$ cat src/rtl/core/dci_pkg.sv
`default_nettype none

package dci_pkg;

    localparam int unsigned WORD_W    = 64;
    localparam int unsigned NARROW_W  = 32;
    localparam int unsigned CODE_W    = 2;
    localparam int unsigned NBYTES_W  = 4;
    localparam int unsigned SLOTS     = 4;
    localparam int unsigned SLOT_W    = $clog2(SLOTS);
    localparam int unsigned CBYTE_W   = CODE_W * SLOTS;
    localparam int unsigned CFG_IDX_W = 1;
    localparam int unsigned OUT_W     = 80;

    typedef enum logic [CODE_W-1:0] {
        CODE_COMMON = 2'd0,
        CODE_SMALL  = 2'd1,
        CODE_MEDIUM = 2'd2,
        CODE_LARGE  = 2'd3
    } t_code;

    typedef enum logic [CFG_IDX_W-1:0] {
        REG_COMMON_DELTA = 1'd0,
        REG_WIDE_MODE    = 1'd1
    } t_reg_idx;

    typedef struct packed {
        t_code              code;
        logic [WORD_W-1:0]  payload;
        logic [NBYTES_W-1:0] payload_bytes;
    } t_cls;

    typedef struct packed {
        logic [CBYTE_W-1:0] code_byte;
        logic               code_byte_valid;
    } t_pack;

endpackage

`default_nettype wire

$ cat src/rtl/core/dci_classify.sv
`default_nettype none

module dci_classify
    import dci_pkg::*;
(
    input  wire logic [WORD_W-1:0] i_cur,
    input  wire logic [WORD_W-1:0] i_prev,
    input  wire logic              i_wide,
    input  wire logic [WORD_W-1:0] i_common,
    output t_cls                   o_cls
);

    logic [WORD_W-1:0] diff;
    logic [WORD_W-1:0] delta;
    logic [WORD_W-1:0] common;
    logic              fits_small;
    logic              fits_medium;

    always_comb begin
        diff = i_cur - i_prev;
        if (i_wide) begin
            delta  = diff;
            common = i_common;
            // small: signed 16, medium: signed 32
            fits_small  = (&delta[WORD_W-1:15]) || !(|delta[WORD_W-1:15]);
            fits_medium = (&delta[WORD_W-1:31]) || !(|delta[WORD_W-1:31]);
        end else begin
            delta  = {{(WORD_W-NARROW_W){diff[NARROW_W-1]}}, diff[NARROW_W-1:0]};
            common = {{(WORD_W-NARROW_W){i_common[NARROW_W-1]}}, i_common[NARROW_W-1:0]};
            // small: signed 8, medium: signed 16
            fits_small  = (&delta[WORD_W-1:7]) || !(|delta[WORD_W-1:7]);
            fits_medium = (&delta[WORD_W-1:15]) || !(|delta[WORD_W-1:15]);
        end

        o_cls.payload = delta;
        priority if (delta == common) begin
            o_cls.code          = CODE_COMMON;
            o_cls.payload       = '0;
            o_cls.payload_bytes = 4'd0;
        end else if (fits_small) begin
            o_cls.code          = CODE_SMALL;
            o_cls.payload_bytes = i_wide ? 4'd2 : 4'd1;
        end else if (fits_medium) begin
            o_cls.code          = CODE_MEDIUM;
            o_cls.payload_bytes = i_wide ? 4'd4 : 4'd2;
        end else begin
            o_cls.code          = CODE_LARGE;
            o_cls.payload_bytes = i_wide ? 4'd8 : 4'd4;
        end
    end

endmodule

`default_nettype wire

$ cat src/rtl/core/dci_pack.sv
`default_nettype none

module dci_pack
    import dci_pkg::*;
(
    input  wire logic  i_clk,
    input  wire logic  i_rst_n,
    input  wire logic  i_step,
    input  wire t_code i_code,
    input  wire logic  i_last,
    output t_pack      o_pack
);

    logic [CBYTE_W-1:0] r_acc;
    logic [SLOT_W-1:0]  r_slot;
    logic [CBYTE_W-1:0] n_acc;
    logic [SLOT_W-1:0]  n_slot;
    logic               emit;

    always_comb begin
        n_acc  = r_acc | (CBYTE_W'(i_code) << (CODE_W * r_slot));
        n_slot = r_slot + 1'b1;
        emit   = i_last || (n_slot == '0);
        o_pack.code_byte       = emit ? n_acc : '0;
        o_pack.code_byte_valid = emit;
    end

    always_ff @(posedge i_clk) begin
        if (!i_rst_n) begin
            r_acc  <= '0;
            r_slot <= '0;
        end else if (i_step) begin
            r_acc  <= emit ? '0 : n_acc;
            r_slot <= emit ? '0 : n_slot;
        end
    end

endmodule

`default_nettype wire

$ cat src/rtl/core/delta_class_integer_encoder.sv
// Delta-class integer encoder.
// Slave stream carries one integer per item (tdata = value, tlast = final
// integer of the array). Master stream carries one result per item: the
// 2-bit size class of the delta from the previous integer, the delta
// sign-extended to 64 bits (zero for the common class), the payload
// byte count, and a packed code byte that is flagged valid every fourth
// item or at the last item of the array. Configuration (common delta, wide
// mode) is written through a plain write port, only while no item is in
// flight; the user is bound to this, the block does not enforce it.
// Data path: input register, subtract/compare/pack logic, result register.
// Throughput: one item per cycle while the receiver is ready; each stage
// advances when the stage after it is empty or being drained, so a
// stalled receiver backs up both stages and then drops s_axis_tready.
// Reset (synchronous, active low) empties both stages and clears the
// previous value, code accumulator, slot count and configuration.
// After the last item the previous value and slot count return to zero.
`default_nettype none

module delta_class_integer_encoder
    import dci_pkg::*;
(
    input  wire logic                 i_clk,
    input  wire logic                 i_rst_n,
    input  wire logic                 s_axis_tvalid,
    output logic                      s_axis_tready,
    input  wire logic [WORD_W-1:0]    s_axis_tdata,   // [63:0] value
    input  wire logic                 s_axis_tlast,   // is_last
    output logic                      m_axis_tvalid,
    input  wire logic                 m_axis_tready,
    // [1:0] code, [65:2] payload, [69:66] payload_bytes, [77:70] code_byte,
    // [78] code_byte_valid, [79] zero
    output logic [OUT_W-1:0]          m_axis_tdata,
    output logic                      m_axis_tlast,   // end_of_array
    input  wire logic                 i_cfg_we,
    input  wire logic [CFG_IDX_W-1:0] i_cfg_idx,
    input  wire logic [WORD_W-1:0]    i_cfg_data
);

    logic [WORD_W-1:0] r_common;
    logic              r_wide;

    logic [WORD_W-1:0] r_prev;
    logic              r_a_valid;
    logic [WORD_W-1:0] r_a_cur;
    logic [WORD_W-1:0] r_a_prev;
    logic              r_a_last;

    logic              r_b_valid;
    t_cls              r_b_cls;
    t_pack             r_b_pack;
    logic              r_b_last;

    logic              b_ready;
    logic              a_ready;
    logic              in_acc;
    logic              step;
    logic [WORD_W-1:0] cur;
    t_cls              cls;
    t_pack             pack;

    assign b_ready = !r_b_valid || m_axis_tready;
    assign a_ready = !r_a_valid || b_ready;
    assign step    = r_a_valid && b_ready;
    assign in_acc  = s_axis_tvalid && a_ready;
    assign cur     = r_wide ? s_axis_tdata
                            : {{(WORD_W-NARROW_W){1'b0}}, s_axis_tdata[NARROW_W-1:0]};

    always_ff @(posedge i_clk) begin
        if (!i_rst_n) begin
            r_common <= '0;
            r_wide   <= 1'b0;
        end else if (i_cfg_we) begin
            unique case (t_reg_idx'(i_cfg_idx))
                REG_COMMON_DELTA: r_common <= i_cfg_data;
                REG_WIDE_MODE:    r_wide   <= i_cfg_data[0];
                default: ;
            endcase
        end
    end

    always_ff @(posedge i_clk) begin
        if (!i_rst_n) begin
            r_prev    <= '0;
            r_a_valid <= 1'b0;
        end else begin
            if (in_acc) begin
                r_prev    <= s_axis_tlast ? '0 : cur;
                r_a_valid <= 1'b1;
            end else if (step) begin
                r_a_valid <= 1'b0;
            end
        end
    end

    always_ff @(posedge i_clk) begin
        if (in_acc) begin
            r_a_cur  <= cur;
            r_a_prev <= r_prev;
            r_a_last <= s_axis_tlast;
        end
    end

    dci_classify u_classify (
        .i_cur    (r_a_cur),
        .i_prev   (r_a_prev),
        .i_wide   (r_wide),
        .i_common (r_common),
        .o_cls    (cls)
    );

    dci_pack u_pack (
        .i_clk   (i_clk),
        .i_rst_n (i_rst_n),
        .i_step  (step),
        .i_code  (cls.code),
        .i_last  (r_a_last),
        .o_pack  (pack)
    );

    always_ff @(posedge i_clk) begin
        if (!i_rst_n) begin
            r_b_valid <= 1'b0;
        end else if (step) begin
            r_b_valid <= 1'b1;
        end else if (m_axis_tready) begin
            r_b_valid <= 1'b0;
        end
    end

    always_ff @(posedge i_clk) begin
        if (step) begin
            r_b_cls  <= cls;
            r_b_pack <= pack;
            r_b_last <= r_a_last;
        end
    end

    assign s_axis_tready = a_ready;
    assign m_axis_tvalid = r_b_valid;
    assign m_axis_tlast  = r_b_last;
    assign m_axis_tdata  = {1'b0, r_b_pack.code_byte_valid, r_b_pack.code_byte,
                            r_b_cls.payload_bytes, r_b_cls.payload, r_b_cls.code};

endmodule

`default_nettype wire

$ cat config.mk
export PLATFORM = sky130hd
export DESIGN_NAME = delta_class_integer_encoder
export DESIGN_NICKNAME = d
export VERILOG_FILES = /design/src/rtl/core/dci_pkg.sv /design/src/rtl/core/dci_classify.sv /design/src/rtl/core/dci_pack.sv /design/src/rtl/core/delta_class_integer_encoder.sv
export SDC_FILE = /design/constraint.sdc
export NUM_CORES = 1
export LEC_CHECK = 0
export BUFFER_PORTS_ARGS = -buffer_cell sky130_fd_sc_hd__buf_2
export CORE_AREA = 4 4 189 191
export CTS_BUF_LIST = sky130_fd_sc_hd__clkbuf_2
export DETAILED_ROUTE_END_ITERATION = 10
export DIE_AREA = 0 0 193 195
export GPL_TIMING_DRIVEN = 0
export PLACE_DENSITY = 0.75
export SYNTH_ARGS = -nofsm -noshare
export SYNTH_HDL_FRONTEND = slang
export SYNTH_SLANG_ARGS = --single-unit
$ cat constraint.sdc
create_clock -name i_clk -period 9.41 [get_ports i_clk]
set_input_delay 0.941 -clock i_clk [delete_from_list [all_inputs] [get_ports i_clk]]
set_output_delay 0.941 -clock i_clk [all_outputs]
set_load 0.1 [all_outputs]
==> results of run 1 <==
## cell families (layout without fill, tap and decap cells)
kind of cell	after synthesis	after routing	synth area share
DFF	350	350	0.467
other	1	2	0.000192
muxes	2	2	0.00109
AOI/OAI and AO/OA	548	548	0.183
buffers and inverters	212	585	0.0452
xor gates and xnor gates	106	106	0.0522
adders and majority gates	65	65	0.0421
and+or+nand+nor	804	804	0.209
## area by class of cell
class | count | area (um^2) | share of cell area
Tap cell | 455 | 569 | 0.0258
Antenna cell | 1 | 2.50 | 0.000113
Multi-Input combinational cell | 1526 | 9520 | 0.432
Inverter | 91 | 348 | 0.0158
Clock inverter | 30 | 214 | 0.00970
Clock buffer | 126 | 631 | 0.0286
Buffer | 121 | 539 | 0.0244
Sequential cell | 350 | 9100 | 0.413
Timing Repair Buffer | 217 | 1130 | 0.0513
## path summary, 6_finish.rpt
check | from | to | slack [ns] | cells after the start
min reg2reg | r_prev[18] | r_a_prev[18] | 0.42 | 0
max | r_a_cur[25] | m_axis_tdata[12] | 3.46 | 15
max reg2reg | r_a_cur[25] | m_axis_tdata[12] | 3.46 | 15
min | s_axis_tlast | r_a_last | 0.14 | 1
## routing by layer
metal,GRT usage,share of wire,vias up
met4,0.0947,0.025,0
li1,-,-,8201
met3,0.0565,0.097,98
met5,0,0,-
met1,0.436,0.44,8054
met2,0.453,0.43,882
## critical path: stages, from the launching register on
cell and delay [ns]:
sky130_fd_sc_hd__edfxtp_1 0.40, sky130_fd_sc_hd__ha_1 0.29, sky130_fd_sc_hd__buf_2 0.21, sky130_fd_sc_hd__nand2_1 0.11, sky130_fd_sc_hd__o21ai_0 0.81, sky130_fd_sc_hd__a21oi_1 0.14
sky130_fd_sc_hd__a21oi_1 0.54, sky130_fd_sc_hd__nor4_1 0.15, sky130_fd_sc_hd__a2111oi_2 0.66, sky130_fd_sc_hd__xnor2_1 0.21, sky130_fd_sc_hd__o2111ai_1 0.12, sky130_fd_sc_hd__nor4_1 0.54
sky130_fd_sc_hd__a41oi_1 0.28, sky130_fd_sc_hd__nor4b_2 0.73, sky130_fd_sc_hd__clkbuf_1 0.42, sky130_fd_sc_hd__nor2_1 0.08
## sequential cells by signal (all words and copies together), names as in the netlist
| signal | cells |
|---|---|
| m_axis_tlast | 1 |
| r_wide | 1 |
| r_a_valid | 1 |
| r_a_prev | 64 |
| r_prev | 64 |
| r_common | 64 |
| u_pack.r_acc | 8 |
| u_pack.r_slot | 2 |
| r_a_last | 1 |
| m_axis_tdata | 79 |
| r_a_cur | 64 |
| m_axis_tvalid | 1 |
## cells in the final DEF, fill, tap and decap left out, drive strengths merged, types with 15 or more instances in the layout
cell type	netlist	final
nand2	264	264
buf	43	260
a21oi	211	211
edfxtp	209	209
clkbuf	78	204
nor2	158	158
dfxtp	141	141
inv	89	91
o21ai	87	87
nor2b	76	76
a21boi	72	72
nor3b	69	69
xnor2	65	65
ha	64	64
nand4	52	52
nor3	39	39
and2	38	38
xor2	35	35
nand3	29	29
nor4	26	26
clkinv	2	24
a21o	18	18
o211ai	17	17
o21a	15	15
## metrics by stage
| stage | setup slack, ns | hold WS, ns | power [mW] | utilization | std cells |
|---|---|---|---|---|---|
| floorplan | 4.13 | 0.409 | 2.57 | - | 2088 |
| global placement | 3.25 | 0.410 | 2.85 | 0.620 | 2758 |
| detailed placement | 3.63 | 0.415 | 2.86 | 0.622 | 2760 |
| CTS | 3.57 | 0.0196 | 3.91 | 0.646 | 2916 |
| global route | 3.05 | 0.0743 | 4.09 | 0.646 | 2917 |
| finish | 3.46 | 0.139 | 3.91 | 0.646 | 2917 |
## power by group through the flow
stage                     combinational, mW  sequential (mW)  clock (mW)
final                                  1.11             1.75        1.04
after global routing                   1.18             1.76        1.15
after CTS                              1.08             1.76        1.07
after detailed placement               1.07             1.79           0
after global placement                 1.06             1.79           0
after floorplan                       0.575             2.00           0
==> flow_summary.yaml, run 1 <==
run_status:
  run_status: "completed"
route:
  detail_route.iter0.violations: 1661
  drt_drc_violations_left: 0
  wl_per_cell_um: 19.8
  vias_per_cell: 5.91
  num_vias: 17235
  drt_pre_antenna_iters: 6
  detail-route-antenna-nets: 0
  route.final.wire_length_mm: 57.7
clock_tree:
  post_cts_resize_count: 0
  cts.hold.buffers_added: 0
  post_cts.repair.setup_buffers: 0
  clock_insertion_delay_worst_skew_ns: 1.01
  cts_root_buf: "sky130_fd_sc_hd__clkbuf_2"
  cts_sinks: 350
  clkSlewWorstSetupHoldPaths_ns: 0.11
  ctsHtreeMaxLevel: 3
  cts.path.max_buffers: 3
  cts_tree: "built"
  tritoncts.num_buffers: 83
cells_and_area:
  layout-area-overhead-vs-synth_pct: 13.1
  finalInstanceArea_mm2: 0.0221
  fillers: 2960
  num-nets-final: 2590
  post_route_cells_drive_above_1_share: 0.176
job:
  max_cap_violations: 0
timing:
  finalSetupViolCount: 0
  setup_total_negative_slack_ns: 0
  grt_setup_unrepaired: "no"
  timing_worst_slew_pin_value_ns: 1.22
  drv_slew: 0
  clock.fmax_ghz: 0.168
  max_slew_margin: 0.165
  clock_skew_ns: 0.0724
  final-hold-violation-count: 0
  fin_crit_ns: 5.95
  period_share: 0.632
logic_synthesis:
  postSynth.topFlopCell: "sky130_fd_sc_hd__edfxtp_1"
  mappedNetlistArea_mm2: 0.0195
  ys_ff_latch: 350
  ys_warn_count: 0
  yosysMostFrequentCell: "sky130_fd_sc_hd__nand2_1"
  synth_area_per_cell_um2: 9.34
  yosys-top-cells-area: "sky130_fd_sc_hd__edfxtp_1 32%, sky130_fd_sc_hd__dfxtp_1 14%, sky130_fd_sc_hd__a21oi_1 5.3%"
  share_of_the_synthesized_area_in_the_top_cell_type: 0.322
  synthArstFlopShare: 0
  post_synth_num_cell_types: 95
  synth_sequential_area_ratio: 0.467
  yosysTopAreaCell: "sky130_fd_sc_hd__edfxtp_1"
  synth_nets: 2288
  synth_enable_flop_cells: 209
  synthesis.instances: 2088
  leading_post_synthesis_cells_by_instance_count: "263 x sky130_fd_sc_hd__nand2_1, 209 x sky130_fd_sc_hd__edfxtp_1, 208 x sky130_fd_sc_hd__a21oi_1"
grt:
  first_global_vias: 16233
  grt_overflow_total: 0
  grt_start_max_net_pins: 105
  antenna_found_initial: 1
  grt_pass1_wl_mm: 88.1
  gr-usage-all-layers: 0.299
critical_path:
  timing.critical_path.arrival_ns: 6.65
  crit_fanout: 10
  timing.critical_path.to_type: "register"
  worst-endpoint-required_ns: 10.12
  type_of_element_launching_the_critical_path: "register"
  worst-setup-path-type: "reg2reg"
pwr:
  ir_worst_vdd_v: 0.000118
  power_density_mw_per_mm2: 177
  internal-power_mw: 2.47
  p_comb_frac: 0.283
  power_switching_mw: 1.43
  power_switching_share: 0.366
  power.leakage_nw: 8.42
  clkPwrFrac: 0.267
  power.sequential.fraction: 0.449
min_path:
  min_path_type: "in2reg"
floorplan:
  area_of_the_core_mm2: 0.0341
  chipWidth_um: 193
  initial_utilization: 0.572
  ioPinCount: 218
  fp.dieArea_mm2: 0.0376
  die_h_um: 195
  rows: 68
place:
  postPlaceCellArea_mm2: 0.0212
  detailed_place_hpwl_mm: 45.4
  numPortBuffers: 215
  place_congestion: 0.979
Power figures use the tool's default switching activity.
==> run 2, diff against run 1 <==
ABC_AREA = 1   (was not set)
CORE_AREA = 4 4 196 198   (was 4 4 189 191)
DIE_AREA = 0 0 200 202   (was 0 0 193 195)
clock period = 5.6 ns   (was 9.41 ns; I/O delays follow)
==> flow_summary.yaml, run 2 <==
run_status:
  run_status: "completed"
route:
  drt_pre_antenna_iters: 6
  detail-route-antenna-nets: 0
  num_vias: 21309
  route.final.wire_length_mm: 70.4
  vias_per_cell: 5.31
  detail_route.iter0.violations: 1758
  drt_drc_violations_left: 0
  wl_per_cell_um: 17.6
logic_synthesis:
  share_of_the_synthesized_area_in_the_top_cell_type: 0.298
  mappedNetlistArea_mm2: 0.0210
  ys_warn_count: 0
  yosys-top-cells-area: "sky130_fd_sc_hd__edfxtp_1 30%, sky130_fd_sc_hd__nand2_1 18%, sky130_fd_sc_hd__dfxtp_1 13%"
  post_synth_num_cell_types: 42
  synth_nets: 3232
  postSynth.topFlopCell: "sky130_fd_sc_hd__edfxtp_1"
  synth_sequential_area_ratio: 0.432
  leading_post_synthesis_cells_by_instance_count: "992 x sky130_fd_sc_hd__nand2_1, 523 x sky130_fd_sc_hd__inv_1, 342 x sky130_fd_sc_hd__nor2_1"
  synthArstFlopShare: 0
  yosysTopAreaCell: "sky130_fd_sc_hd__edfxtp_1"
  ys_ff_latch: 350
  synth_area_per_cell_um2: 6.94
  yosysMostFrequentCell: "sky130_fd_sc_hd__nand2_1"
  synth_enable_flop_cells: 209
  synthesis.instances: 3032
cells_and_area:
  mostFrequentLayoutCells: "992 x sky130_fd_sc_hd__nand2_1, 522 x sky130_fd_sc_hd__inv_1, 342 x sky130_fd_sc_hd__nor2_1"
  seq_area_mm2: 0.00910
  final_util: 0.683
  mostFrequentLayoutCell: "sky130_fd_sc_hd__nand2_1"
  layout-area-overhead-vs-synth_pct: 18.5
  stdcell_count: 4011
  fillers: 3084
  multiInputGateArea_mm2: 0.00959
  largest_register_ffs: 79
  finalInstanceArea_mm2: 0.0249
  post_route_cells_drive_above_1_share: 0.114
  num-nets-final: 3668
timing:
  min_hold_slack_ns: 0.0914
  finalSetupViolCount: 0
  postLayoutSetupSlackWorst_ns: 1.38
  clock_skew_ns: 0.0906
  setup_total_negative_slack_ns: 0
  clock.fmax_ghz: 0.237
  max_slew_margin: 0.317
  period_share: 0.754
  grt_setup_unrepaired: "no"
  fin_crit_ns: 4.22
  timing_worst_slew_pin_value_ns: 1.02
  final-hold-violation-count: 0
  drv_slew: 0
critical_path:
  worst-setup-path-type: "reg2reg"
  rr_endpoint: "m_axis_tdata[20]"
  worst_path_max_stage_delay_ns: 0.41
  r2r_start: "r_a_prev[0]"
  cpMostUsedCell: "sky130_fd_sc_hd__nand2_1"
  timing.critical_path.slowest_stage_cell: "sky130_fd_sc_hd__fa_1"
  worst-endpoint-required_ns: 6.35
  timing.critical_path.to_type: "register"
  timing.critical_path.arrival_ns: 4.97
  type_of_element_launching_the_critical_path: "register"
  r2r.worst_path.cells: 25
  timing.reg2reg.setup_slack_ns: 1.38
  crit_fanout: 10
min_path:
  worstHoldEndpoint: "r_common[0]"
  min_from: "i_cfg_idx"
  min_path_type: "in2reg"
  worst_hold_path_depth: 4
place:
  setup_slack_after_placement_ns: 1.39
  detailed_place_hpwl_mm: 52.7
  postPlaceCellArea_mm2: 0.0228
  place_congestion: 0.998
  numPortBuffers: 215
  post-place-cells: 3717
floorplan:
  initial_utilization: 0.576
  ioPinCount: 218
  die_h_um: 202
  area_of_the_core_mm2: 0.0365
  chipWidth_um: 200
  rows: 70
  fp.dieArea_mm2: 0.0404
grt:
  first_global_vias: 20215
  gr-usage-all-layers: 0.340
  grt_overflow_total: 0
  grt_pass1_wl_mm: 107
  antenna_found_initial: 2
  grt_start_max_net_pins: 126
pwr:
  power_density_mw_per_mm2: 275
  ir_worst_vdd_v: 0.000297
  power.leakage_nw: 12.6
  power.total_mw: 6.85
clock_tree:
  cts_tree: "built"
  cts_root_buf: "sky130_fd_sc_hd__clkbuf_2"
  clkSlewWorstSetupHoldPaths_ns: 0.10
  tritoncts.num_buffers: 85
  cts.path.max_buffers: 3
  clock_insertion_delay_worst_skew_ns: 1.06
  cts_sinks: 350
  ctsHtreeMaxLevel: 3
job:
  max_cap_violations: 0
[run 2: power by group]
| group | switching (mW) | internal (mW) | leakage, nW |
|---|---|---|---|
| sequential | 0.0611 | 2.90 | 3.21 |
| clock | 1.07 | 0.714 | 0.619 |
| combinational | 1.53 | 0.582 | 8.82 |
| total | 2.66 | 4.20 | 12.6 |
[run 2: per-layer routing]
layer | track usage | share of wire
met5 | 0 | 0
met4 | 0.132 | 0.039
met3 | 0.0518 | 0.081
met2 | 0.554 | 0.46
met1 | 0.457 | 0.42
[run 2: worst max path at each step]
stage                             to           from  slack [ns]  depth (start not counted)
floorplan                 r_a_cur[0]  m_axis_tvalid        1.20                          4
global placement    m_axis_tdata[20]    r_a_prev[0]        1.39                         25
detailed placement  m_axis_tdata[28]    r_a_prev[0]        1.39                         25
CTS                 m_axis_tdata[20]    r_a_prev[0]        1.40                         25
global route        m_axis_tdata[20]     r_a_cur[0]        1.07                         26
finish              m_axis_tdata[20]    r_a_prev[0]        1.38                         25
[run 2: cells by family (layout without fill, tap and decap cells)]
| group | Yosys count | after routing | synth area share |
|---|---|---|---|
| and+or+nand+nor | 1682 | 1682 | 0.329 |
| buffers and inverters | 608 | 1113 | 0.112 |
| DFF | 350 | 350 | 0.432 |
| AOI/OAI and AO/OA | 286 | 286 | 0.0698 |
| adders and majority gates | 65 | 65 | 0.0390 |
| xor gates and xnor gates | 40 | 40 | 0.0173 |
| other | 1 | 7 | 0.000178 |
[run 2: area by class of cell]
cell class	count	share of cell area
tap	468	0.0235
inverter	533	0.0804
sequential	350	0.365
multi-input combinational	2074	0.385
buffer	75	0.0147
timing repair buffer	349	0.0984
clock buffer	130	0.0261
antenna	6	0.000602
clock inverter	26	0.00677
[run 2: worst max-delay path: cells and delay by family (launching register included)]
kind / cells / cell delay (ns)
buf+inv: 4 / 0.51
fa+ha+maj: 2 / 0.64
simple gates: 19 / 2.47
flops: 1 / 0.38
[run 2: repair_timing]
action                                  in CTS  in global routing
buffers inserted                             0                  0
hold endpoints to repair                   196                  0
hold buffers                               132                  0
gates resized for setup                      0                  0
endpoints found under the setup margin       0                  0
==> run 3, diff against run 2 <==
clock period = 4 ns   (was 5.6 ns; I/O delays follow)
==> flow_summary.yaml, run 3 (synthesized netlist as in run 2, its figures left out) <==
timing:
  min_hold_slack_ns: 0.101
  timing_worst_slew_pin_value_ns: 1.06
  finalSetupViolCount: 0
  max_slew_margin: 0.291
  final-hold-violation-count: 0
  drv_slew: 0
  clock.fmax_ghz: 0.257
  setup_total_negative_slack_ns: 0
  postLayoutSetupSlackWorst_ns: 0.116
  clock_skew_ns: 0.0886
  period_share: 0.971
  fin_crit_ns: 3.88
critical_path:
  timing.critical_path.to_type: "register"
  timing.critical_path.arrival_ns: 4.61
  worstPathCellList: "ha_1 -> nand2_1 -> nor2_1 -> inv_1 -> nor2_1 -> nand2_1 -> nor2_1 -> nand2_1 -> nand3_1 -> nand2_1 -> nand2_1 -> nand2_1 -> nand3_1 -> nand2_1 -> nor2_1 -> nand2_1 -> nor2_1 -> nand2_1 -> nor2_4 -> nand2_4 -> inv_6 -> buf_6 -> nor2_1"
  rr_endpoint: "m_axis_tdata[34]"
  timing.reg2reg.setup_slack_ns: 0.12
  worst_path_dominant_cell_family: "simple AND/OR/NAND/NOR gates"
  type_of_element_launching_the_critical_path: "register"
  timing.critical_path.slowest_stage_cell: "sky130_fd_sc_hd__edfxtp_1"
  worst-endpoint-required_ns: 4.73
  cpMostUsedCell: "sky130_fd_sc_hd__nand2_1"
  crit_fanout: 10
  r2r_start: "r_a_cur[32]"
  r2r.worst_path.cells: 23
  worst_path_max_stage_delay_ns: 0.44
  critPathBufInv: 3
  worst-setup-path-type: "reg2reg"
grt:
  first_global_vias: 20644
  grt_pass1_wl_mm: 110
  grt_start_max_net_pins: 126
  antenna_found_initial: 3
  gr-usage-all-layers: 0.349
  grt_overflow_total: 0
clock_tree:
  cts.path.max_buffers: 3
  tritoncts.num_buffers: 87
  cts_sinks: 350
  ctsHtreeMaxLevel: 3
  clkSlewWorstSetupHoldPaths_ns: 0.17
  clock_insertion_delay_worst_skew_ns: 1.06
  cts_tree: "built"
  cts_root_buf: "sky130_fd_sc_hd__clkbuf_2"
route:
  wl_per_cell_um: 18.0
  drt_drc_violations_left: 0
  route.final.wire_length_mm: 72.5
  detail_route.iter0.violations: 1952
  drt_pre_antenna_iters: 6
  num_vias: 21582
  detail-route-antenna-nets: 0
  vias_per_cell: 5.37
min_path:
  min_path_type: "in2reg"
  min_from: "s_axis_tdata[26]"
  worst_hold_path_depth: 2
  worstHoldEndpoint: "r_a_cur[26]"
job:
  max_cap_violations: 0
cells_and_area:
  fillers: 3013
  post_route_cells_drive_above_1_share: 0.145
  mostFrequentLayoutCell: "sky130_fd_sc_hd__nand2_1"
  largest_register_ffs: 79
  layout-area-overhead-vs-synth_pct: 21.3
  mostFrequentLayoutCells: "972 x sky130_fd_sc_hd__nand2_1, 522 x sky130_fd_sc_hd__inv_1, 321 x sky130_fd_sc_hd__nor2_1"
  num-nets-final: 3675
  final_util: 0.699
pwr:
  power.leakage_nw: 12.7
  power_density_mw_per_mm2: 389
  ir_worst_vdd_v: 0.000380
  power.total_mw: 9.94
place:
  setup_slack_after_placement_ns: -0.267
  place_congestion: 1.02
  numPortBuffers: 215
  detailed_place_hpwl_mm: 52.8
floorplan:
  rows: 70
  ioPinCount: 218
  initial_utilization: 0.576
  die_h_um: 202
  area_of_the_core_mm2: 0.0365
  fp.dieArea_mm2: 0.0404
  chipWidth_um: 200
run_status:
  run_status: "completed"
run 3: per-layer routing:
metal  vias to the layer above  wire length (um)  track usage
met4                         2              3300        0.152
met5                         -                13            0
li1                      10478                 -            -
met3                       202              5630       0.0530
met2                      1062             33200        0.565
met1                      9838             30400        0.465
run 3: cell type report:
type	count	area (um^2)	area share
clock inverters	35	279	0.0109
plain buffers	75	365	0.0143
diodes	2	5.00	0.000196
multi-input cells	2074	10100	0.394
well taps	468	586	0.0229
clock buffers	126	631	0.0247
repair buffers	354	2500	0.0979
flip-flops and latches	350	9100	0.356
inverters	533	2010	0.0786
run 3: power breakdown:
group | internal (mW) | leakage, nW | switching (mW)
Combinational | 0.867 | 8.87 | 2.18
Clock | 1.18 | 0.659 | 1.56
Sequential | 4.06 | 3.21 | 0.0928
run 3: repair_timing:
action,in CTS,in global routing
setup buffers,0,1
pin swaps,0,5
setup endpoints to repair,80,86
hold endpoints to repair,210,0
hold buffers,136,0
resized for setup,11,115
run 3: per-stage QoR:
step | instances | area (um^2)
2_1_floorplan | 3032 | 21100
3_3_place_gp | 3715 | 22700
3_5_place_dp | 3717 | 22800
4_1_cts | 4014 | 25100
5_1_grt | 4017 | 25500
6_report | 4017 | 25500
run 3: how the worst max path moves through the flow:
stage          slack [ns]  cells after the start          start                to
2_1_floorplan        0.36                      4  m_axis_tvalid        r_a_cur[0]
3_3_place_gp        -0.24                     25    r_a_prev[0]  m_axis_tdata[28]
3_5_place_dp        -0.27                     25    r_a_prev[0]  m_axis_tdata[28]
4_1_cts             0.005                     24    r_a_cur[13]  m_axis_tdata[77]
5_1_grt             -0.02                     24    r_a_cur[43]  m_axis_tdata[77]
6_report             0.12                     23    r_a_cur[32]  m_axis_tdata[34]
